--- src/hdl/btms_pkg.sv ---
`timescale 1ns / 1ps

package btms_pkg;

    // Samples kept per channel
    localparam int DEPTH = 1024;
    localparam int NCHAN = 3;

    localparam int IDX_W  = $clog2(DEPTH);
    localparam int CNT_W  = $clog2(DEPTH + 1);
    localparam int ADDR_W = $clog2(NCHAN * DEPTH);

    // One sample in milliseconds fits 20 bits even for digits out of range
    localparam int VAL_W  = 20;
    localparam int SUM_W  = VAL_W + CNT_W;
    localparam int SQ_W   = 50;
    localparam int ROOT_W = (SQ_W + 1) / 2;
    localparam int D_W    = (SUM_W > ROOT_W) ? SUM_W : ROOT_W + 1;
    localparam int CMP_W  = D_W + 1;

    localparam logic [SQ_W-1:0] SQ_CAP = {SQ_W{1'b1}};

    localparam int MIN_W    = 4;
    localparam int REST_W   = 16;
    localparam int OCNT_W   = 11;
    localparam int MS_MIN   = 60000;
    localparam int MS_SEC   = 1000;
    localparam int MIN_MAX  = 15;
    localparam int REST_MAX = 65535;

    localparam logic [1:0] CH_SYSTEM = 2'd2;

    typedef struct packed {
        logic [1:0] channel;
        logic [3:0] minutes;
        logic [3:0] whole_seconds;
        logic [9:0] millis;
        logic       batch_end;
    } sample_t;

    typedef struct packed {
        logic [1:0]        out_channel;
        logic [OCNT_W-1:0] runs;
        logic [MIN_W-1:0]  mean_minutes;
        logic [REST_W-1:0] mean_rest_ms;
        logic [MIN_W-1:0]  dev_minutes;
        logic [REST_W-1:0] dev_rest_ms;
        logic [OCNT_W-1:0] inside_count;
        logic              final_result;
    } result_t;

endpackage

--- src/hdl/btms_isqrt.sv ---
`timescale 1ns / 1ps

// Floor integer square root, one result bit per cycle
module btms_isqrt
(
    input  logic                          clk,
    input  logic                          rst_n,
    input  logic                          start,
    input  logic [btms_pkg::SQ_W-1:0]     value,
    output logic                          done,
    output logic [btms_pkg::ROOT_W-1:0]   root
);

    localparam int STEP_W = $clog2(btms_pkg::ROOT_W + 1);
    localparam int RES_W  = btms_pkg::SQ_W + 1;

    logic                          busy_reg, busy_next;
    logic                          done_reg, done_next;
    logic [STEP_W-1:0]             step_reg, step_next;
    logic [btms_pkg::SQ_W-1:0]     v_reg, v_next;
    logic [RES_W-1:0]              res_reg, res_next;
    logic [RES_W-1:0]              bit_reg, bit_next;
    logic [RES_W-1:0]              trial;

    // Test the next pair of bits against the partial root
    always_comb
    begin
        busy_next = busy_reg;
        done_next = 1'b0;
        step_next = step_reg;
        v_next    = v_reg;
        res_next  = res_reg;
        bit_next  = bit_reg;
        trial     = res_reg + bit_reg;
        if (start)
        begin
            busy_next = 1'b1;
            step_next = '0;
            v_next    = value;
            res_next  = '0;
            bit_next  = RES_W'(1) << (2 * (btms_pkg::ROOT_W - 1));
        end
        else if (busy_reg)
        begin
            if ({1'b0, v_reg} >= trial)
            begin
                v_next   = btms_pkg::SQ_W'({1'b0, v_reg} - trial);
                res_next = (res_reg >> 1) + bit_reg;
            end
            else
            begin
                res_next = res_reg >> 1;
            end
            bit_next  = bit_reg >> 2;
            step_next = step_reg + 1'b1;
            if (step_reg == STEP_W'(btms_pkg::ROOT_W - 1))
            begin
                busy_next = 1'b0;
                done_next = 1'b1;
            end
        end
    end

    always_ff @(posedge clk or negedge rst_n)
    begin
        if (!rst_n)
        begin
            busy_reg <= 1'b0;
            done_reg <= 1'b0;
        end
        else
        begin
            busy_reg <= busy_next;
            done_reg <= done_next;
        end
    end

    always_ff @(posedge clk)
    begin
        step_reg <= step_next;
        v_reg    <= v_next;
        res_reg  <= res_next;
        bit_reg  <= bit_next;
    end

    assign done = done_reg;
    assign root = res_reg[btms_pkg::ROOT_W-1:0];

endmodule

--- config.mk ---
export PLATFORM = sky130hd
export DESIGN_NAME = btms_isqrt
export DESIGN_NICKNAME = d
export VERILOG_FILES = /design/src/hdl/btms_pkg.sv /design/src/hdl/btms_isqrt.sv
export SDC_FILE = /design/constraint.sdc
export NUM_CORES = 1
export LEC_CHECK = 0
export BUFFER_PORTS_ARGS = -buffer_cell sky130_fd_sc_hd__buf_2
export CORE_ASPECT_RATIO = 0.7
export CORE_MARGIN = 2
export CORE_UTILIZATION = 33
export DETAILED_ROUTE_END_ITERATION = 10
export HOLD_SLACK_MARGIN = 0.08
export SLEW_MARGIN = 20
export SYNTH_ARGS = -nofsm -noshare
export SYNTH_HDL_FRONTEND = slang
export SYNTH_SLANG_ARGS = --single-unit
--- constraint.sdc ---
create_clock -name clk -period 6.8 [get_ports clk]
set_input_delay 0.68 -clock clk [delete_from_list [all_inputs] [get_ports clk]]
set_output_delay 0.68 -clock clk [all_outputs]
set_load 0.02 [all_outputs]
==> results.ini <==
[global_route]
grt_pass1_vias=10100
antenna_found_initial=0
grt_max_degree=117
grt_overflow=0
grt.total_usage_pct=18.9
grt_first_pass_wirelength_mm=55.9

[place]
post_dp_cell_area_sq_um=12600
post-place-ws_ps=210
numPortBuffers=78
gp_congestion=0.901
dp.final_hpwl_mm=26.5

[min_path]
whs_path_depth=3
holdPathEnd=v_reg[40]
worstHoldStart=value[40]
hold_path_class=in -> reg

[finish]
final_common_cell=nand2_1
largest_register_ffs=51
fin_util_pct=37.6
antennaDiodeCount=0
layout_common_cells=nand2_1, o21ai_0, nor2_1
nNetsFinal=1644
drive_gt1_share_pct=11.5
design_area_sq_um=13200
area_delta_synth_final_pct=11.2
n_fill_cell=3600

[synthesis]
ys_ff_latch=133
ys_warn_count=0
ys_seq_area_share_pct=26.8
async_reset_ff_share_pct=1.50
syn_nets=1619
syn_area_sq_um=11800
syn_avg_cell_area_sq_um=8.09
synth_edf_count=50
ys_types=79
synth_ff_type=dfxtp_1
syn_inst=1461

[critical_path]
crit_top_cell=a31oi_1
worstPathMaxFanout=21
r2r_cells=22
r2r_start=res_reg[2]
endpoint_kind=flip-flop
path_cells=ha_1 -> a31oi_1 -> a221oi_2 -> a21oi_1 -> o21ai_2 -> nand2_1 -> nand2_1 -> a31oi_1 -> o21bai_1 -> a31oi_1 -> xor2_1 -> ha_1 -> nand4_1 -> a2111o_1 -> a211oi_1 -> buf_4 -> nor3_1 -> o21ai_1 -> a211o_1 -> and2_1 -> a21o_2 -> buf_12
start_kind=flip-flop
r2r-end=v_reg[33]
max_stage_delay_ps=450
startpoint=res_reg[2]
r2r_slack_ps=580
critical_path_arrival_ps=6370
crit_required_ps=6960
cpMaxStageDelayCell=a2111o_1
crit_type=reg -> reg

[drt]
drc=0
antenna_left=0
detail_route.first_pass.iterations=7
drt_iter0_drc=913
vias=11000
wire_per_inst_um=17.9
routed_wl_mm=35.4
viasPerCell=5.60

[floorplanning]
die-width_um=230
dieArea_sq_um=37400
core_area_sq_um=35000
io_pins=79
rows=57
die_h_um=162
initial_core_util_pct=33.8

[sta]
tightest_slew_ps=1090
fin_skew_ps=9.65
tns_ps=0
slew_headroom_pct=26.9
final_max_slew_viol_count=0
setup_viol=0
max_clock_freq_mhz=161
hold_ws_ps=503
min_period_over_period_pct=91.5
rsz0062_at_grt=no
hold_viol=0
min_period_ps=6220
setup_slack_ps=581

[outcome]
status=completed

[power_and_ir_drop]
switchingPower_mw=2.30
combinationalPowerShare_pct=57.7
p_leak_nw=5.51
power_frac_seq_pct=24.5
p_per_area_nw_per_um2=390
internal_power_mw=2.82
pwr-share-clk_pct=17.8
peakVddDrop_uv=222
swShare_pct=45.0

[cts]
cts_root_buf=clkbuf_16
clk_pin_slew_ps=60
htreeDepth=4
worstSkewPairLatency_ps=450
cts.path.max_buffers=2
cts_tree=done
cts.sinks=133
cts_inserted_buffers=17

[run]
cap_violations=0

cells in the mapped netlist, drive strengths merged, types with 14 or more instances:
cell type  instances  area [sq um]
a31oi             40           250
inv               39           146
nand2            169           637
clkbuf            60           228
a211oi            23           195
nor2             116           438
ha               104          1300
o21ai            127           643
o31ai             14           110
xnor2             52           455
xor2              63           552
nor3              20           100
a21oi             93           465
o21bai            24           180
a21o              42           317
nand3             34           170
dfxtp             81          1620
buf               41           280
a311oi            21           190
mux2i             38           380
nand4             26           163
edfxtp            50          1500
repair_timing:
action	in CTS	in global routing
hold buffers	1	0
endpoints found under the setup margin	0	101
hold endpoints to repair	2	0
buffers inserted	0	0
resized for setup	0	4
how the worst max path moves through the flow:
stage                 end  depth (start not counted)
6_report        v_reg[33]                         22
5_1_grt        res_reg[6]                         22
4_1_cts         v_reg[33]                         21
3_5_place_dp    v_reg[44]                         21
3_3_place_gp    v_reg[44]                         21
2_1_floorplan    v_reg[0]                         23
logic make-up (layout without fill, tap and decap cells):
group	count (synthesis)	in the layout	synth area share [%]
and+or+nand+nor	451	451	17.8
buffers and inverters	140	178	5.53
DFF	133	133	26.8
xor gates and xnor gates	115	115	8.52
muxes	43	43	3.69
adders and majority gates	105	105	11.2
AOI/OAI and AO/OA	474	474	26.5
per-stage QoR:
step | total power, mW | cells
after floorplan | 3.38 | 1461
after global placement | 4.11 | 1938
after detailed placement | 4.15 | 1938
after CTS | 5.09 | 1971
after global routing | 5.50 | 1971
final | 5.13 | 1971
layout make-up:
class	count	area, sq um	share of cell area (%)
Timing Repair Buffer	107	654	4.97
Inverter	39	146	1.11
Tap cell	472	591	4.49
Clock inverter	8	68.8	0.523
Clock buffer	24	493	3.75
Sequential cell	133	3180	24.2
Multi-Input combinational cell	1188	8020	61.0
worst max-delay path: cells and delay by family, from the launching register on:
family / cells / cell delay (ps)
adders and majority gates: 2 / 740
buffers and inverters: 2 / 420
DFF: 1 / 430
AOI/OAI and AO/OA: 12 / 3520
and+or+nand+nor: 5 / 660
xor gates and xnor gates: 1 / 110
power by group through the flow:
stage | registers [mW] | logic, mW | clock network (mW)
finish | 1.26 | 2.96 | 0.910
global route | 1.28 | 3.26 | 0.965
global placement | 1.27 | 2.85 | 0
CTS | 1.25 | 2.91 | 0.930
detailed placement | 1.26 | 2.89 | 0
floorplan | 1.21 | 2.17 | 0
layer usage:
layer | GRT usage (%) | up-vias | routed length [um]
met1 | 29.0 | 5206 | 18500
met4 | 4.49 | 0 | 395
li1 | - | 5444 | -
met2 | 25.8 | 364 | 13700
met5 | 0 | - | 0
met3 | 4.67 | 27 | 2780
Note: power is estimated with default switching activity, not from simulation.
