File: config.mk
export PLATFORM = sky130hd
export DESIGN_NAME = btms_div
export DESIGN_NICKNAME = d
export VERILOG_FILES = /design/src/hdl/btms_pkg.sv /design/src/hdl/btms_div.sv
export SDC_FILE = /design/constraint.sdc
export NUM_CORES = 1
export LEC_CHECK = 0
export BUFFER_PORTS_ARGS = -buffer_cell sky130_fd_sc_hd__buf_2
export CORE_MARGIN = 2
export CORE_UTILIZATION = 30
export DETAILED_ROUTE_END_ITERATION = 16
export SYNTH_ARGS = -nofsm -noshare
export SYNTH_HDL_FRONTEND = slang
export SYNTH_SLANG_ARGS = --single-unit
File: constraint.sdc
create_clock -name clk -period 3.6 [get_ports clk]
set_clock_uncertainty 0.2 [all_clocks]
set_input_delay 0.36 -clock clk [delete_from_list [all_inputs] [get_ports clk]]
set_output_delay 0.36 -clock clk [all_outputs]
set_load 0.05 [all_outputs]
File: src/hdl/btms_pkg.sv
`timescale 1ns / 1ps

package btms_pkg;

    // Samples kept per channel
    localparam int DEPTH = 1024;
    localparam int NCHAN = 3;

    localparam int IDX_W  = $clog2(DEPTH);
    localparam int CNT_W  = $clog2(DEPTH + 1);
    localparam int ADDR_W = $clog2(NCHAN * DEPTH);

    // One sample in milliseconds fits 20 bits even for digits out of range
    localparam int VAL_W  = 20;
    localparam int SUM_W  = VAL_W + CNT_W;
    localparam int SQ_W   = 50;
    localparam int ROOT_W = (SQ_W + 1) / 2;
    localparam int D_W    = (SUM_W > ROOT_W) ? SUM_W : ROOT_W + 1;
    localparam int CMP_W  = D_W + 1;

    localparam logic [SQ_W-1:0] SQ_CAP = {SQ_W{1'b1}};

    localparam int MIN_W    = 4;
    localparam int REST_W   = 16;
    localparam int OCNT_W   = 11;
    localparam int MS_MIN   = 60000;
    localparam int MS_SEC   = 1000;
    localparam int MIN_MAX  = 15;
    localparam int REST_MAX = 65535;

    localparam logic [1:0] CH_SYSTEM = 2'd2;

    typedef struct packed {
        logic [1:0] channel;
        logic [3:0] minutes;
        logic [3:0] whole_seconds;
        logic [9:0] millis;
        logic       batch_end;
    } sample_t;

    typedef struct packed {
        logic [1:0]        out_channel;
        logic [OCNT_W-1:0] runs;
        logic [MIN_W-1:0]  mean_minutes;
        logic [REST_W-1:0] mean_rest_ms;
        logic [MIN_W-1:0]  dev_minutes;
        logic [REST_W-1:0] dev_rest_ms;
        logic [OCNT_W-1:0] inside_count;
        logic              final_result;
    } result_t;

endpackage

File: src/hdl/btms_div.sv
`timescale 1ns / 1ps

// Restoring divider, one quotient bit per cycle
module btms_div
(
    input  logic                             clk,
    input  logic                             rst_n,
    input  logic                             start,
    input  logic [btms_pkg::SQ_W-1:0]        dividend,
    input  logic [btms_pkg::CNT_W-1:0]       divisor,
    output logic                             done,
    output logic [btms_pkg::SQ_W-1:0]        quotient
);

    localparam int STEP_W = $clog2(btms_pkg::SQ_W + 1);

    logic                           busy_reg, busy_next;
    logic                           done_reg, done_next;
    logic [STEP_W-1:0]              step_reg, step_next;
    logic [btms_pkg::CNT_W-1:0]     rem_reg, rem_next;
    logic [btms_pkg::CNT_W-1:0]     dsr_reg, dsr_next;
    logic [btms_pkg::SQ_W-1:0]      quo_reg, quo_next;
    logic [btms_pkg::CNT_W:0]       trial;

    // Shift one dividend bit into the remainder and try a subtract
    always_comb
    begin
        busy_next = busy_reg;
        done_next = 1'b0;
        step_next = step_reg;
        rem_next  = rem_reg;
        dsr_next  = dsr_reg;
        quo_next  = quo_reg;
        trial     = {rem_reg, quo_reg[btms_pkg::SQ_W-1]};
        if (start)
        begin
            busy_next = 1'b1;
            step_next = '0;
            rem_next  = '0;
            dsr_next  = divisor;
            quo_next  = dividend;
        end
        else if (busy_reg)
        begin
            if (trial >= {1'b0, dsr_reg})
            begin
                rem_next = btms_pkg::CNT_W'(trial - {1'b0, dsr_reg});
                quo_next = {quo_reg[btms_pkg::SQ_W-2:0], 1'b1};
            end
            else
            begin
                rem_next = trial[btms_pkg::CNT_W-1:0];
                quo_next = {quo_reg[btms_pkg::SQ_W-2:0], 1'b0};
            end
            step_next = step_reg + 1'b1;
            if (step_reg == STEP_W'(btms_pkg::SQ_W - 1))
            begin
                busy_next = 1'b0;
                done_next = 1'b1;
            end
        end
    end

    always_ff @(posedge clk or negedge rst_n)
    begin
        if (!rst_n)
        begin
            busy_reg <= 1'b0;
            done_reg <= 1'b0;
        end
        else
        begin
            busy_reg <= busy_next;
            done_reg <= done_next;
        end
    end

    always_ff @(posedge clk)
    begin
        step_reg <= step_next;
        rem_reg  <= rem_next;
        dsr_reg  <= dsr_next;
        quo_reg  <= quo_next;
    end

    assign done     = done_reg;
    assign quotient = quo_reg;

endmodule

==> results by group <==
Place
  – Port Buf Inserts: 114
  – Post-DP HPWL: 6120 um
  – GPL Wtd Cong: 0.809

Clock network
  – CTS root buffer: clkbuf_16
  – Postcts setup bufs: 0
  – Num CTS Buffers: 9
  – CTS tree: built
  – Clock Sinks: 80
  – Worst-path clk slew: 0.06 ns
  – Deepest clock path buffer count: 2
  – H-tree levels: 3
  – Clock Latency Late Sink: 0.33 ns

Pwr
  – Maximum vdd ir drop: 300 uV
  – Tot Pwr: 3.25 mW
  – Pwr Density: 640 nW/um2
  – P_leak: 2.12 nW

STA
  – Fin Hold WS: 0.0141 ns
  – Final worst path period need: 2.81 ns
  – Max_slew headroom: 62.5%
  – Final hold vios: 0
  – Fmax: 356 MHz
  – Fin crit share: 78.0%
  – Setup_tns: 0 ns
  – Max Slew Vio Count: 0
  – RSZ-0062 raised after global routing: false
  – Final setup fails: 0
  – Worst slew pin tran: 0.562 ns

Routing
  – Routed WL: 8470 um
  – Pre-Repair DR Iteration Count: 4
  – DR WL/cell: 14.3 um
  – Vias/cell: 4.62
  – Via count: 2747
  – Routed Antenna Nets: 0
  – DRC errors left: 0
  – DRT iter0 DRCs: 125

Outcome
  – Status: finished clean

Logic synthesis
  – Synth top area cells: edfxtp_1, mux2_2, dfxtp_1, ha_1, nor2_1
  – Synth Cell Area: 3890 um2
  – Synth unique cells: 45
  – Post-Synth Simple-Gate Area: 9.11%
  – Post-Synth XOR/XNOR Area: 2.03%
  – Share of the synthesized area in the top cell type: 47.1%
  – Synth Warn #: 0
  – Top FF cell, synth: edfxtp_1
  – Mapped Cells: 291
  – Largest family of logic cells by synthesized area: multiplexers
  – Synth Area in Adders: 4.70%
  – Ys async rst share: 2.50%
  – Post-Synthesis Net Count: 369
  – Most area-hungry cell type in the Yosys netlist: edfxtp_1
  – Sequential cell area fraction in the yosys report: 57.2%
  – Per-instance average area after synthesis: 13.4 um2
  – Post-synthesis mux area share: 16.4%
  – EDFF count, synth: 61
  – Synth Register Bits: 80
  – Synth Area in Compound Gates: 7.47%

Setup path
  – CP Class: reg -> reg
  – Worst path cell trace: inv_1 > ha_1 > fa_1 > nor2b_1 > o31a_1 > o21ai_4 > o21ai_4 > mux2_4 > a211oi_2
  – Family with the most delay on the worst path: compound AO/OA/AOI/OAI gates
  – Critical path buffers and inverters: 1
  – Slowest cell on the critical path: fa_1
  – WP data required: 3.65 ns
  – Cell mode on critical path: o21ai_4
  – Setup crit end kind: flip-flop
  – Critical Path Fanout Max: 14
  – Startpoint Class: flip-flop
  – Delay of the slowest critical-path stage: 0.42 ns
  – CP arrival: 2.86 ns

Min path
  – Hold/Removal Path Class: in -> reg

Cells and area
  – Layout cells sized above 1: 45.5%
  – Layout net count: 495
  – Synth-to-layout area growth: 30.5%
  – Ant diodes: 0
  – Most common cell after layout, fill and taps aside: buf_2
  – Fin util: 40.2%
  – Fillers: 1233
  – Reg area: 2220 um2
  – Multi-input gate area: 1540 um2
  – Most frequent cells in the layout: buf_2, edfxtp_1, mux2_2
  – Number of flip-flops under the largest register name: 50

Global route
  – Vias in the first global route: 2877
  – Grt total ovfl: 0
  – First-pass GRT wire length: 13800 um
  – All-Layer GR Usage: 12.4%
  – Largest net degree at the start of global routing: 48
  – Initial antenna violation count: 0

Floorplan
  – Total core area: 12600 um2
  – IO Pins: 115
  – Num rows: 41
  – Die W: 118 um
  – Starting Density: 30.8%
  – DIE AREA: 13900 um2
  – Die Y: 118 um

Job
  – Maxcap violations: 0
[cells by family after synthesis]
kind of cell	Yosys count
xor gates and xnor gates	9
and+or+nand+nor	60
AOI/OAI and AO/OA	41
muxes	57
adders and majority gates	14
buffers and inverters	30
DFF	80
[area by class of cell]
type | instances | share of cell area (%)
Clock buffer | 12 | 4.86
Timing Repair Buffer | 129 | 14.0
Clock inverter | 4 | 1.53
Multi-Input combinational cell | 181 | 30.4
Inverter | 16 | 1.18
Tap cell | 172 | 4.24
Sequential cell | 80 | 43.8
[metal layers]
layer / wire (um) / up-vias / GRT usage [%]
li1: - / 1344 / -
met1: 3660 / 1299 / 14.3
met2: 3950 / 86 / 20.1
met3: 624 / 18 / 4.02
met4: 242 / 0 / 6.93
met5: 0 / - / 0
[path summary, 6_finish.rpt]
| path | startpoint | endpoint | slack [ns] | cells past startpoint |
|---|---|---|---|---|
| max | quotient[49] | rem_reg[0] | 0.79 | 9 |
| min | divisor[0] | dsr_reg[0] | 0.01 | 1 |
| max reg2reg | quotient[49] | rem_reg[0] | 0.79 | 9 |
| min reg2reg | step_reg[5] | step_reg[5] | 0.29 | 2 |
| max in group asynchronous | rst_n | done | 2.94 | 2 |
| min in group asynchronous | rst_n | busy_reg | 0.17 | 2 |
[cell usage after synthesis (2+ instances only)]
cell type and number:
nor4_1 2, o211ai_1 2, nor3b_1 2, mux2i_1 6, nor2_1 22, xor2_1 3
dfrtp_1 2, inv_1 16, o31a_1 2, o21ai_0 6, dfxtp_1 17, nor2b_1 2
or3_1 3, nand3_1 2, nand2b_1 4, nand2_1 9, o21a_1 2, and2_1 2
nor3_1 2, mux2_2 50, a311oi_1 2, ha_1 13, nand4_1 3, o21ai_1 3
nor4_4 2, a21oi_1 8, o21ai_4 2, o22ai_1 2, edfxtp_1 61, clkbuf_1 12
xnor2_1 6, a211oi_1 8
[worst reg2reg max path: cells and delay by family, from the launching register on]
kind            cells  cell delay (ns)
compound gates      4             0.98
fa+ha+maj           2             0.64
buf+inv             1             0.06
flops               1             0.35
mux                 1             0.35
simple gates        1             0.15
[report_power, final]
| part | internal, mW | switching, mW |
|---|---|---|
| clock network | 0.629 | 0.348 |
| registers | 1.14 | 0.0862 |
| logic | 0.399 | 0.649 |
| total | 2.16 | 1.08 |
[what timing repair did]
action	CTS	global route
endpoints found under the hold margin	11	0
setup endpoints to repair	0	0
resized for setup	0	0
hold buffers	10	0
[stage by stage]
stage / area [um2] / worst slack, ns / std cells
after floorplan: 3890 / 0.834 / 291
after global placement: 4650 / 0.887 / 568
after detailed placement: 4650 / 0.794 / 568
after CTS: 5070 / 0.771 / 594
after global routing: 5070 / 0.617 / 594
final: 5070 / 0.792 / 594
Note: power is estimated with default switching activity, not from simulation.
